File: config.mk
export PLATFORM = sky130hd
export DESIGN_NAME = windowed_average_with_majority
export DESIGN_NICKNAME = d
export VERILOG_FILES = /design/src/sv/wam_pkg.sv /design/src/sv/wam_div.sv /design/src/sv/windowed_average_with_majority.sv
export VERILOG_INCLUDE_DIRS = /design/src /design/src/sv
export SDC_FILE = /design/constraint.sdc
export NUM_CORES = 2
export LEC_CHECK = 0
export BUFFER_PORTS_ARGS = -buffer_cell sky130_fd_sc_hd__buf_2
export CORE_MARGIN = 2
export CORE_UTILIZATION = 60
export CTS_CLUSTER_DIAMETER = 200
export CTS_CLUSTER_SIZE = 24
export DETAILED_ROUTE_END_ITERATION = 10
export GPL_ROUTABILITY_DRIVEN = 1
export PLACE_DENSITY = 0.75
export REMOVE_ABC_BUFFERS = 1
export SETUP_SLACK_MARGIN = 0.1
export SLEW_MARGIN = 20
export SYNTH_ARGS = -nofsm -noshare
export SYNTH_HDL_FRONTEND = slang
export SYNTH_SLANG_ARGS = --single-unit
File: constraint.sdc
create_clock -name clk_i -period 16.17 [get_ports clk_i]
set_clock_uncertainty 0.15 [all_clocks]
set_input_delay 3.234 -clock clk_i [delete_from_list [all_inputs] [get_ports clk_i]]
set_output_delay 3.234 -clock clk_i [all_outputs]
set_load 0.03 [all_outputs]
File: src/sv/windowed_average_with_majority_macros.svh
// Assertion macros for the windowed average block.
// Used by the top level; depends on nothing.
`ifndef WINDOWED_AVERAGE_WITH_MAJORITY_MACROS_SVH
`define WINDOWED_AVERAGE_WITH_MAJORITY_MACROS_SVH
// Condition implies consequence in the same cycle.
`define WAM_ASSERT_IMP(lbl, clk, rst_n, a, c) \
  lbl: assert property (@(posedge clk) disable iff (!rst_n) (a) |-> (c)) \
    else $error("assertion failed");
// Condition implies consequence in the next cycle.
`define WAM_ASSERT_NXT(lbl, clk, rst_n, a, c) \
  lbl: assert property (@(posedge clk) disable iff (!rst_n) (a) |=> (c)) \
    else $error("assertion failed");
`endif

File: src/sv/wam_pkg.sv
// Shared constants and types for the windowed average block.
// No dependencies.
package wam_pkg;
  localparam int unsigned TW        = 32;
  localparam int unsigned VW        = 20;
  localparam int unsigned LW        = 20;
  localparam int unsigned STW       = 3;
  localparam int unsigned ENW       = 5;
  localparam int unsigned NCH       = 6;
  localparam int unsigned NST       = 5;
  localparam int unsigned MAX_COUNT = 1024;
  localparam int unsigned CW        = $clog2(MAX_COUNT + 1);
  localparam int unsigned SW        = VW + $clog2(MAX_COUNT);
  localparam int unsigned DW        = SW + 1;
  localparam int unsigned DCW       = $clog2(DW);
  localparam int unsigned CHW       = $clog2(NCH);

  typedef enum logic [1:0] {
    REG_RANGE_START = 2'd0,
    REG_RANGE_END   = 2'd1,
    REG_WINDOW_LEN  = 2'd2,
    REG_STATUS_EN   = 2'd3
  } cfg_reg_e;

  typedef struct packed {
    logic          start;
    logic [DW-1:0] dividend;
    logic [CW-1:0] divisor;
  } div_req_t;
endpackage

File: src/sv/wam_div.sv
// Bit-serial restoring divider, one quotient bit per cycle.
// Depends on wam_pkg.
module wam_div (
  input  logic                   clk_i,
  input  logic                   rst_ni,
  input  wam_pkg::div_req_t      req_i,
  output logic [wam_pkg::DW-1:0] quotient_o,
  output logic                   done_o
);
  logic                    busy_q, done_q;
  logic [wam_pkg::DCW-1:0] cnt_q;
  logic [wam_pkg::CW-1:0]  rem_q, dvs_q;
  logic [wam_pkg::DW-1:0]  quo_q;
  logic [wam_pkg::CW:0]    rem_sh;
  logic                    qbit;

  always_comb begin
    rem_sh = {rem_q, quo_q[wam_pkg::DW-1]};
    qbit   = rem_sh >= {1'b0, dvs_q};
  end

  always_ff @(posedge clk_i or negedge rst_ni) begin
    if (!rst_ni) begin
      busy_q <= 1'b0;
      done_q <= 1'b0;
      cnt_q  <= '0;
    end else begin
      done_q <= 1'b0;
      if (req_i.start) begin
        busy_q <= 1'b1;
        cnt_q  <= wam_pkg::DCW'(wam_pkg::DW - 1);
      end else if (busy_q) begin
        cnt_q <= cnt_q - 1'b1;
        if (cnt_q == '0) begin
          busy_q <= 1'b0;
          done_q <= 1'b1;
        end
      end
    end
  end

  always_ff @(posedge clk_i) begin
    if (req_i.start) begin
      quo_q <= req_i.dividend;
      dvs_q <= req_i.divisor;
      rem_q <= '0;
    end else if (busy_q) begin
      rem_q <= qbit ? wam_pkg::CW'(rem_sh - {1'b0, dvs_q}) : rem_sh[wam_pkg::CW-1:0];
      quo_q <= {quo_q[wam_pkg::DW-2:0], qbit};
    end
  end

  assign quotient_o = quo_q;
  assign done_o     = done_q;
endmodule

File: src/sv/windowed_average_with_majority.sv
// A record that only accumulates passes through transfer, check and one add per channel.
// A closing record runs the shared bit-serial divider once per channel mean, with one setup
// step before and one sign-fix step after each division, then waits to emit its result.
// No new record is taken until the last one is through; the result sits in an
// output register so the next record transfers while it waits. Reset (async, low) clears
// control state and loads register defaults; window contents are rebuilt when a window opens.
module windowed_average_with_majority (
  input  logic                          clk_i,
  input  logic                          rst_ni,
  input  logic                          cfg_we_i,
  input  logic [1:0]                    cfg_idx_i,
  input  logic [wam_pkg::TW-1:0]        cfg_data_i,
  input  logic                          in_valid_i,
  output logic                          in_ready_o,
  input  logic [wam_pkg::TW-1:0]        record_time_i,
  input  logic signed [wam_pkg::VW-1:0] outdoor_temp_i,
  input  logic signed [wam_pkg::VW-1:0] indoor_temp_i,
  input  logic signed [wam_pkg::VW-1:0] mirror_temp_i,
  input  logic signed [wam_pkg::VW-1:0] wind_i,
  input  logic signed [wam_pkg::VW-1:0] air_pressure_i,
  input  logic signed [wam_pkg::VW-1:0] humidity_level_i,
  input  logic [wam_pkg::STW-1:0]       status_code_i,
  output logic                          out_valid_o,
  input  logic                          out_ready_i,
  output logic [wam_pkg::TW-1:0]        mid_time_o,
  output logic signed [wam_pkg::VW-1:0] avg_outdoor_o,
  output logic signed [wam_pkg::VW-1:0] avg_indoor_o,
  output logic signed [wam_pkg::VW-1:0] avg_mirror_o,
  output logic signed [wam_pkg::VW-1:0] avg_wind_o,
  output logic signed [wam_pkg::VW-1:0] avg_pressure_o,
  output logic signed [wam_pkg::VW-1:0] avg_humidity_o,
  output logic [wam_pkg::STW-1:0]       major_status_o
);
  `include "windowed_average_with_majority_macros.svh"

  typedef enum logic [6:0] {
    S_IDLE = 7'b0000001,
    S_EVAL = 7'b0000010,
    S_ACC  = 7'b0000100,
    S_PREP = 7'b0001000,
    S_DIV  = 7'b0010000,
    S_FIX  = 7'b0100000,
    S_EMIT = 7'b1000000
  } state_e;

  state_e state_q, state_d;

  // Configuration registers.
  logic [wam_pkg::TW-1:0]  range_start_q, range_end_q;
  logic [wam_pkg::LW-1:0]  window_len_q;
  logic [wam_pkg::ENW-1:0] status_en_q;

  // Control state.
  logic                    started_q, finished_q, out_valid_q;
  logic [wam_pkg::CHW-1:0] ch_q;

  // Held record.
  logic [wam_pkg::TW-1:0]  time_q;
  logic [wam_pkg::VW-1:0]  val_q [wam_pkg::NCH];
  logic [wam_pkg::STW-1:0] st_q;

  // Window contents.
  logic [wam_pkg::TW-1:0]  first_q, last_q, mid_q;
  logic [wam_pkg::SW-1:0]  sum_q [wam_pkg::NCH];
  logic [wam_pkg::CW-1:0]  count_q;
  logic [wam_pkg::CW-1:0]  tally_q [wam_pkg::NST];
  logic [wam_pkg::VW-1:0]  quot_q [wam_pkg::NCH];
  logic [wam_pkg::STW-1:0] major_q;

  // Output register.
  logic [wam_pkg::TW-1:0]  mid_out_q;
  logic [wam_pkg::VW-1:0]  avg_out_q [wam_pkg::NCH];
  logic [wam_pkg::STW-1:0] major_out_q;

  logic [wam_pkg::VW-1:0]  val_in [wam_pkg::NCH];
  logic                    in_fire, t_lt_start, t_gt_end, st_ok, close_win;
  logic                    eval_open, emit_fire, last_ch;
  logic [wam_pkg::LW-1:0]  len;
  logic [wam_pkg::TW-1:0]  t_diff;
  logic [wam_pkg::SW-1:0]  sum_sel, sum_mag;
  logic                    sum_neg;
  logic [wam_pkg::DW-1:0]  quo;
  logic                    div_done;
  wam_pkg::div_req_t       div_req;
  logic [wam_pkg::CW-1:0]  best;
  logic [wam_pkg::STW-1:0] best_code;

  assign val_in[0] = outdoor_temp_i;
  assign val_in[1] = indoor_temp_i;
  assign val_in[2] = mirror_temp_i;
  assign val_in[3] = wind_i;
  assign val_in[4] = air_pressure_i;
  assign val_in[5] = humidity_level_i;

  assign in_ready_o = (state_q == S_IDLE);
  assign in_fire    = in_valid_i && in_ready_o;

  always_comb begin
    len        = (window_len_q == '0) ? wam_pkg::LW'(1) : window_len_q;
    t_diff     = time_q - first_q;
    t_lt_start = time_q < range_start_q;
    t_gt_end   = time_q > range_end_q;
    // Drop codes past the last status before looking at the enable mask.
    st_ok      = (st_q < wam_pkg::STW'(wam_pkg::NST)) && status_en_q[st_q];
    close_win  = ((time_q >= first_q) &&
                  (t_diff >= {{(wam_pkg::TW - wam_pkg::LW){1'b0}}, len})) ||
                 (count_q >= wam_pkg::CW'(wam_pkg::MAX_COUNT));
    eval_open  = (state_q == S_EVAL) && !finished_q && !t_lt_start && !t_gt_end &&
                 st_ok && !started_q;
    emit_fire  = (state_q == S_EMIT) && (!out_valid_q || out_ready_i);
    last_ch    = (ch_q == wam_pkg::CHW'(wam_pkg::NCH - 1));
    sum_sel    = sum_q[ch_q];
    sum_neg    = sum_sel[wam_pkg::SW-1];
    sum_mag    = sum_neg ? wam_pkg::SW'(-sum_sel) : sum_sel;
    // Bias by half the count so the quotient rounds half away from zero.
    div_req.start    = (state_q == S_PREP);
    div_req.divisor  = count_q;
    div_req.dividend = {1'b0, sum_mag} +
                       {{(wam_pkg::DW - wam_pkg::CW + 1){1'b0}}, count_q[wam_pkg::CW-1:1]};
    // Most frequent status; the first code wins a tie.
    best      = '0;
    best_code = '0;
    for (int s = 0; s < wam_pkg::NST; s++) begin
      if (tally_q[s] > best) begin
        best      = tally_q[s];
        best_code = wam_pkg::STW'(s);
      end
    end
  end

  wam_div u_div (
    .clk_i      (clk_i),
    .rst_ni     (rst_ni),
    .req_i      (div_req),
    .quotient_o (quo),
    .done_o     (div_done)
  );

  always_comb begin
    state_d = state_q;
    unique case (state_q)
      S_IDLE: if (in_fire) state_d = S_EVAL;
      S_EVAL: begin
        if (finished_q || t_lt_start || t_gt_end || !st_ok || !started_q) begin
          state_d = S_IDLE;
        end else if (close_win) begin
          state_d = S_PREP;
        end else begin
          state_d = S_ACC;
        end
      end
      S_ACC:  if (last_ch) state_d = S_IDLE;
      S_PREP: state_d = S_DIV;
      S_DIV:  if (div_done) state_d = S_FIX;
      S_FIX:  state_d = last_ch ? S_EMIT : S_PREP;
      S_EMIT: if (emit_fire) state_d = S_IDLE;
      default: state_d = S_IDLE;
    endcase
  end

  always_ff @(posedge clk_i or negedge rst_ni) begin
    if (!rst_ni) begin
      state_q       <= S_IDLE;
      ch_q          <= '0;
      started_q     <= 1'b0;
      finished_q    <= 1'b0;
      out_valid_q   <= 1'b0;
      range_start_q <= '0;
      range_end_q   <= '1;
      window_len_q  <= wam_pkg::LW'(1);
      status_en_q   <= '1;
    end else begin
      state_q <= state_d;
      if (cfg_we_i) begin
        unique case (wam_pkg::cfg_reg_e'(cfg_idx_i))
          wam_pkg::REG_RANGE_START: range_start_q <= cfg_data_i;
          wam_pkg::REG_RANGE_END:   range_end_q   <= cfg_data_i;
          wam_pkg::REG_WINDOW_LEN:  window_len_q  <= cfg_data_i[wam_pkg::LW-1:0];
          wam_pkg::REG_STATUS_EN:   status_en_q   <= cfg_data_i[wam_pkg::ENW-1:0];
          default: ;
        endcase
      end
      if (state_q == S_EVAL) begin
        ch_q <= '0;
        // A late record stops everything from here on.
        if (!finished_q && !t_lt_start && t_gt_end) finished_q <= 1'b1;
      end
      if (eval_open) started_q <= 1'b1;
      if (state_q == S_ACC || state_q == S_FIX) ch_q <= last_ch ? '0 : ch_q + 1'b1;
      // Load a new result, or drop the old one once it transfers.
      if (emit_fire) begin
        out_valid_q <= 1'b1;
      end else if (out_valid_q && out_ready_i) begin
        out_valid_q <= 1'b0;
      end
    end
  end

  always_ff @(posedge clk_i) begin
    if (in_fire) begin
      time_q <= record_time_i;
      st_q   <= status_code_i;
      for (int c = 0; c < wam_pkg::NCH; c++) val_q[c] <= val_in[c];
    end
    if (state_q == S_ACC) begin
      sum_q[ch_q] <= sum_sel + wam_pkg::SW'(signed'(val_q[ch_q]));
      if (last_ch) begin
        last_q         <= time_q;
        count_q        <= count_q + 1'b1;
        tally_q[st_q]  <= tally_q[st_q] + 1'b1;
      end
    end
    if (state_q == S_PREP && ch_q == '0) begin
      mid_q   <= {1'b0, first_q[wam_pkg::TW-1:1]} + {1'b0, last_q[wam_pkg::TW-1:1]};
      major_q <= best_code;
    end
    if (state_q == S_FIX) begin
      quot_q[ch_q] <= sum_neg ? wam_pkg::VW'(-quo) : quo[wam_pkg::VW-1:0];
    end
    if (emit_fire) begin
      mid_out_q   <= mid_q;
      major_out_q <= major_q;
      for (int c = 0; c < wam_pkg::NCH; c++) avg_out_q[c] <= quot_q[c];
    end
    // Restart the window with the held record.
    if (eval_open || emit_fire) begin
      first_q <= time_q;
      last_q  <= time_q;
      count_q <= wam_pkg::CW'(1);
      for (int c = 0; c < wam_pkg::NCH; c++) begin
        sum_q[c] <= wam_pkg::SW'(signed'(val_q[c]));
      end
      for (int s = 0; s < wam_pkg::NST; s++) begin
        tally_q[s] <= (wam_pkg::STW'(s) == st_q) ? wam_pkg::CW'(1) : '0;
      end
    end
  end

  assign out_valid_o    = out_valid_q;
  assign mid_time_o     = mid_out_q;
  assign avg_outdoor_o  = avg_out_q[0];
  assign avg_indoor_o   = avg_out_q[1];
  assign avg_mirror_o   = avg_out_q[2];
  assign avg_wind_o     = avg_out_q[3];
  assign avg_pressure_o = avg_out_q[4];
  assign avg_humidity_o = avg_out_q[5];
  assign major_status_o = major_out_q;

  `WAM_ASSERT_NXT(a_finish_sticks, clk_i, rst_ni, finished_q, finished_q)
  `WAM_ASSERT_IMP(a_done_in_div, clk_i, rst_ni, div_done, state_q == S_DIV)
  `WAM_ASSERT_IMP(a_rise_from_emit, clk_i, rst_ni, $rose(out_valid_q), $past(state_q) == S_EMIT)
  `WAM_ASSERT_IMP(a_count_bound, clk_i, rst_ni, started_q && state_q == S_IDLE,
                  count_q <= wam_pkg::CW'(wam_pkg::MAX_COUNT))
endmodule
==> metrics.log <==
[metrics] status: complete, no violations
[metrics] power density over the cells: 136 nW/um^2
[metrics] Unique masters post-synth: 105
[metrics] Nets: 4618
[metrics] number of setup violations in the final report: 0
[metrics] number of hold buffers added after CTS: 0
[metrics] EDFF count, synth: 848
[metrics] post-synthesis share of cell area spent on xor and xnor gates: 2.83%
[metrics] number of synthesized register bits: 1032
[metrics] worst r2r path cells: 46
[metrics] flip-flop cell with the highest count after synthesis: edfxtp_1
[metrics] vertical extent of the die: 290 um
[metrics] total core area: 80800 sq um
[metrics] library cell used as clock root buffer: clkbuf_16
[metrics] DIE WIDTH: 290 um
[metrics] setup repair after global routing missed its margin: false
[metrics] required time at the worst-slack endpoint: 16.51 ns
[metrics] Post-DRT Antenna Nets: 0
[metrics] Final Hold Viols: 0
[metrics] Setup Buffers After CTS: 0
[metrics] share of layout cells above drive strength 1: 17.3%
[metrics] CP max stage delay: 0.86 ns
[metrics] Critical Path Source Type: register
[metrics] # clock sinks: 1032
[metrics] worst path arrival time: 10.39 ns
[metrics] asr flop ratio synth: 10.6%
[metrics] clock latency on the worst-skew pair: 0.64 ns
[metrics] Leakage Power: 20.4 nW
[metrics] via count of the first global-routing pass: 31200
[metrics] Starting Density: 60.8%
[metrics] synthesis warning total: 0
[metrics] post-route total power: 7.28 mW
[metrics] largest family of logic cells by synthesized area: compound AO/OA/AOI/OAI gates
[metrics] nature of the critical path endpoint: register
[metrics] most frequent standard cell in the layout excluding fill and tap cells: edfxtp_1
[metrics] cell occurring most often along the worst timing path: o21a_1
[metrics] crit path kind: register to register
[metrics] antenna violations before repair: 5
[metrics] clock slew seen by the registers of the worst setup and hold paths: 0.11 ns
[metrics] CP Max Fanout: 12
[metrics] Buffers on Ports: 350
[metrics] min-delay worst type: register to register
[metrics] Worst setup startpoint: tally_q[0][1]
[metrics] H-tree depth: 2
[metrics] worst flop-to-flop path endpoint: major_q[1]
[metrics] most frequent cells in the layout: edfxtp_1 (848), nand2_1 (502), buf_2 (349)
[metrics] synthesized instance count: 3864
[metrics] First DRT Iteration DRCs: 3095
[metrics] end-of-flow core utilization: 66.2%
[metrics] max_slew headroom: 27.5%
[metrics] Resized cells post-CTS: 0
[metrics] total vias in the final route: 31900
[metrics] post-synth design cell area: 49100 sq um
[metrics] placed wire-length estimate after detailed placement: 85.0 mm
[metrics] VDD IR-drop max: 123 uV
[metrics] R2R Path Start: tally_q[0][1]
[metrics] area growth from synthesis to final layout: 8.84%
[metrics] All-Layer GR Usage: 28.3%
[metrics] number of pins exceeding their max-slew limit in the final report: 0
[metrics] number of buffers inserted during clock tree synthesis: 48
[metrics] worst setup path endpoint: major_q[1]
[metrics] max frequency: 99.5 MHz
[metrics] Placement Rows: 104
[metrics] fraction of synthesized area in multiplexers: 6.66%
[metrics] simple-gate portion of the synthesized area: 9.92%
[metrics] slew at the pin closest to its max-slew limit: 1.07 ns
[metrics] Critical Path Stages: 46
[metrics] cell family with the largest share of critical-path delay: compound AO/OA/AOI/OAI gates
[metrics] average cell area after synthesis: 12.7 sq um
[metrics] aggregate routed wire length: 120 mm
[metrics] Max Buffers Root-to-Sink: 3
[metrics] residual overflow from global routing: 0
[metrics] final clock period utilization by the worst path: 62.2%
[metrics] setup slack of the most critical reg-to-reg path: 6.12 ns
[metrics] Buffers & Inverters on Critical Path: 4
[metrics] largest net degree at the start of global routing: 108
[metrics] detailed-route vias per instance: 6.05
[metrics] I/O pin cnt: 351
[metrics] post-synthesis share of cell area spent on full adders, half adders and majority gates: 6.47%
[metrics] clock period minus final worst setup slack: 10.05 ns
[metrics] first-pass iteration count of the detailed router: 6
[metrics] synthesized-area fraction occupied by ao, oa, aoi and oai cells: 10.5%
[metrics] Max Cap Violations: 0
[metrics] Wirelength per Cell: 22.7 um
[metrics] clock tree from TritonCTS: yes
[metrics] wire length of the first global-routing pass: 185 mm
[metrics] slowest CP cell: o41ai_1
[metrics] routability congestion estimate from global placement: 0.957
[metrics] number of remaining DRC errors: 0
[metrics] Die Footprint: 84200 sq um
[metrics] sequential fraction of the synthesis area: 60.6%
[layer usage]
layer | wire length [um] | global-route usage (%)
met5 | 0 | 0
met4 | 3960 | 9.45
met2 | 55800 | 45.5
met1 | 52200 | 40.7
met3 | 7700 | 2.99
[flip-flops by register name, indices dropped and copies added (netlist names), 5 cells and up, named ones only]
register / count
u_div.rem_q: 11
mid_time_o: 32
u_div.quotient_o: 31
sum_q: 240
state_q: 7
tally_q: 88
count_q: 11
val_q: 120
u_div.dvs_q: 11
range_end_q: 32
first_q: 32
time_q: 32
avg_out_q: 120
u_div.cnt_q: 5
last_q: 31
window_len_q: 20
range_start_q: 32
mid_q: 32
quot_q: 120
status_en_q: 5
[where the power goes]
group	switching (mW)	internal (mW)	leakage, nW
Sequential	0.172	3.46	9.63
Clock	0.797	0.572	0.648
Combinational	1.46	0.823	10.1
Total	2.43	4.86	20.4
[cell type report]
cell class	instances	area, sq um
Clock inverter	2	17.5
Tap cell	1060	1330
Fill cell	5918	27400
Inverter	228	861
Sequential cell	1032	29800
Clock buffer	79	1340
Timing Repair Buffer	399	2130
Antenna cell	4	10.0
Multi-Input combinational cell	2464	18000
[synth_stat cells, types with 29 or more instances]
cell      number  area (sq um)
a211oi_1      41           308
nand4_1       46           288
inv_1        224           841
mux2_2        91          1020
a21oi_1      178           891
dfrtp_1       70          1750
xor2_1        51           447
nor2_1       147           552
o21a_1        30           225
o21ai_0      173           866
dfstp_2       39          1020
ha_1         246          3080
nand2b_1      33           206
a31oi_1       31           194
nor2b_1       31           194
edfxtp_1     848         25500
nand2_1      502          1880
nand3_1       61           305
mux2i_1       81           811
a21o_1       115           863
dfxtp_1       75          1500
clkbuf_1     100           375
xnor2_1      104           911
nor3_1        61           305
o22ai_1       29           181
mux4_2        58          1310
[logic make-up (layout without fill, tap and decap cells)]
kind of cell,Yosys count,in the layout
AO/OA/AOI/OAI,783,783
XOR/XNOR,157,157
adder cells (fa/ha/maj),251,251
buffers and inverters,368,708
flip-flops,1032,1032
multiplexers,240,240
other,0,4
AND/OR/NAND/NOR,1033,1033
[worst min path at each step]
| stage | from | to | slack, ns | depth (start not counted) |
|---|---|---|---|---|
| floorplan | quot_q[0][0] | avg_out_q[0][0] | 0.25 | 0 |
| global placement | quot_q[2][7] | avg_out_q[2][7] | 0.25 | 0 |
| detailed placement | quot_q[0][11] | avg_out_q[0][11] | 0.25 | 0 |
| CTS | mid_q[4] | mid_time_o[4] | 0.26 | 0 |
| global route | quot_q[5][7] | avg_out_q[5][7] | 0.27 | 0 |
| finish | mid_q[4] | mid_time_o[4] | 0.26 | 0 |
[stage by stage]
step	TNS, ns	cell area (sq um)	setup slack (ns)	std cells	hold WS, ns
floorplan	-138.06	48400	-0.749	3724	0.250
global placement	0	52100	6.16	5182	0.251
detailed placement	0	52100	6.33	5183	0.255
CTS	0	53400	6.19	5264	0.257
global route	0	53500	5.47	5268	0.269
finish	0	53500	6.12	5268	0.264
Power figures use the tool's default switching activity.
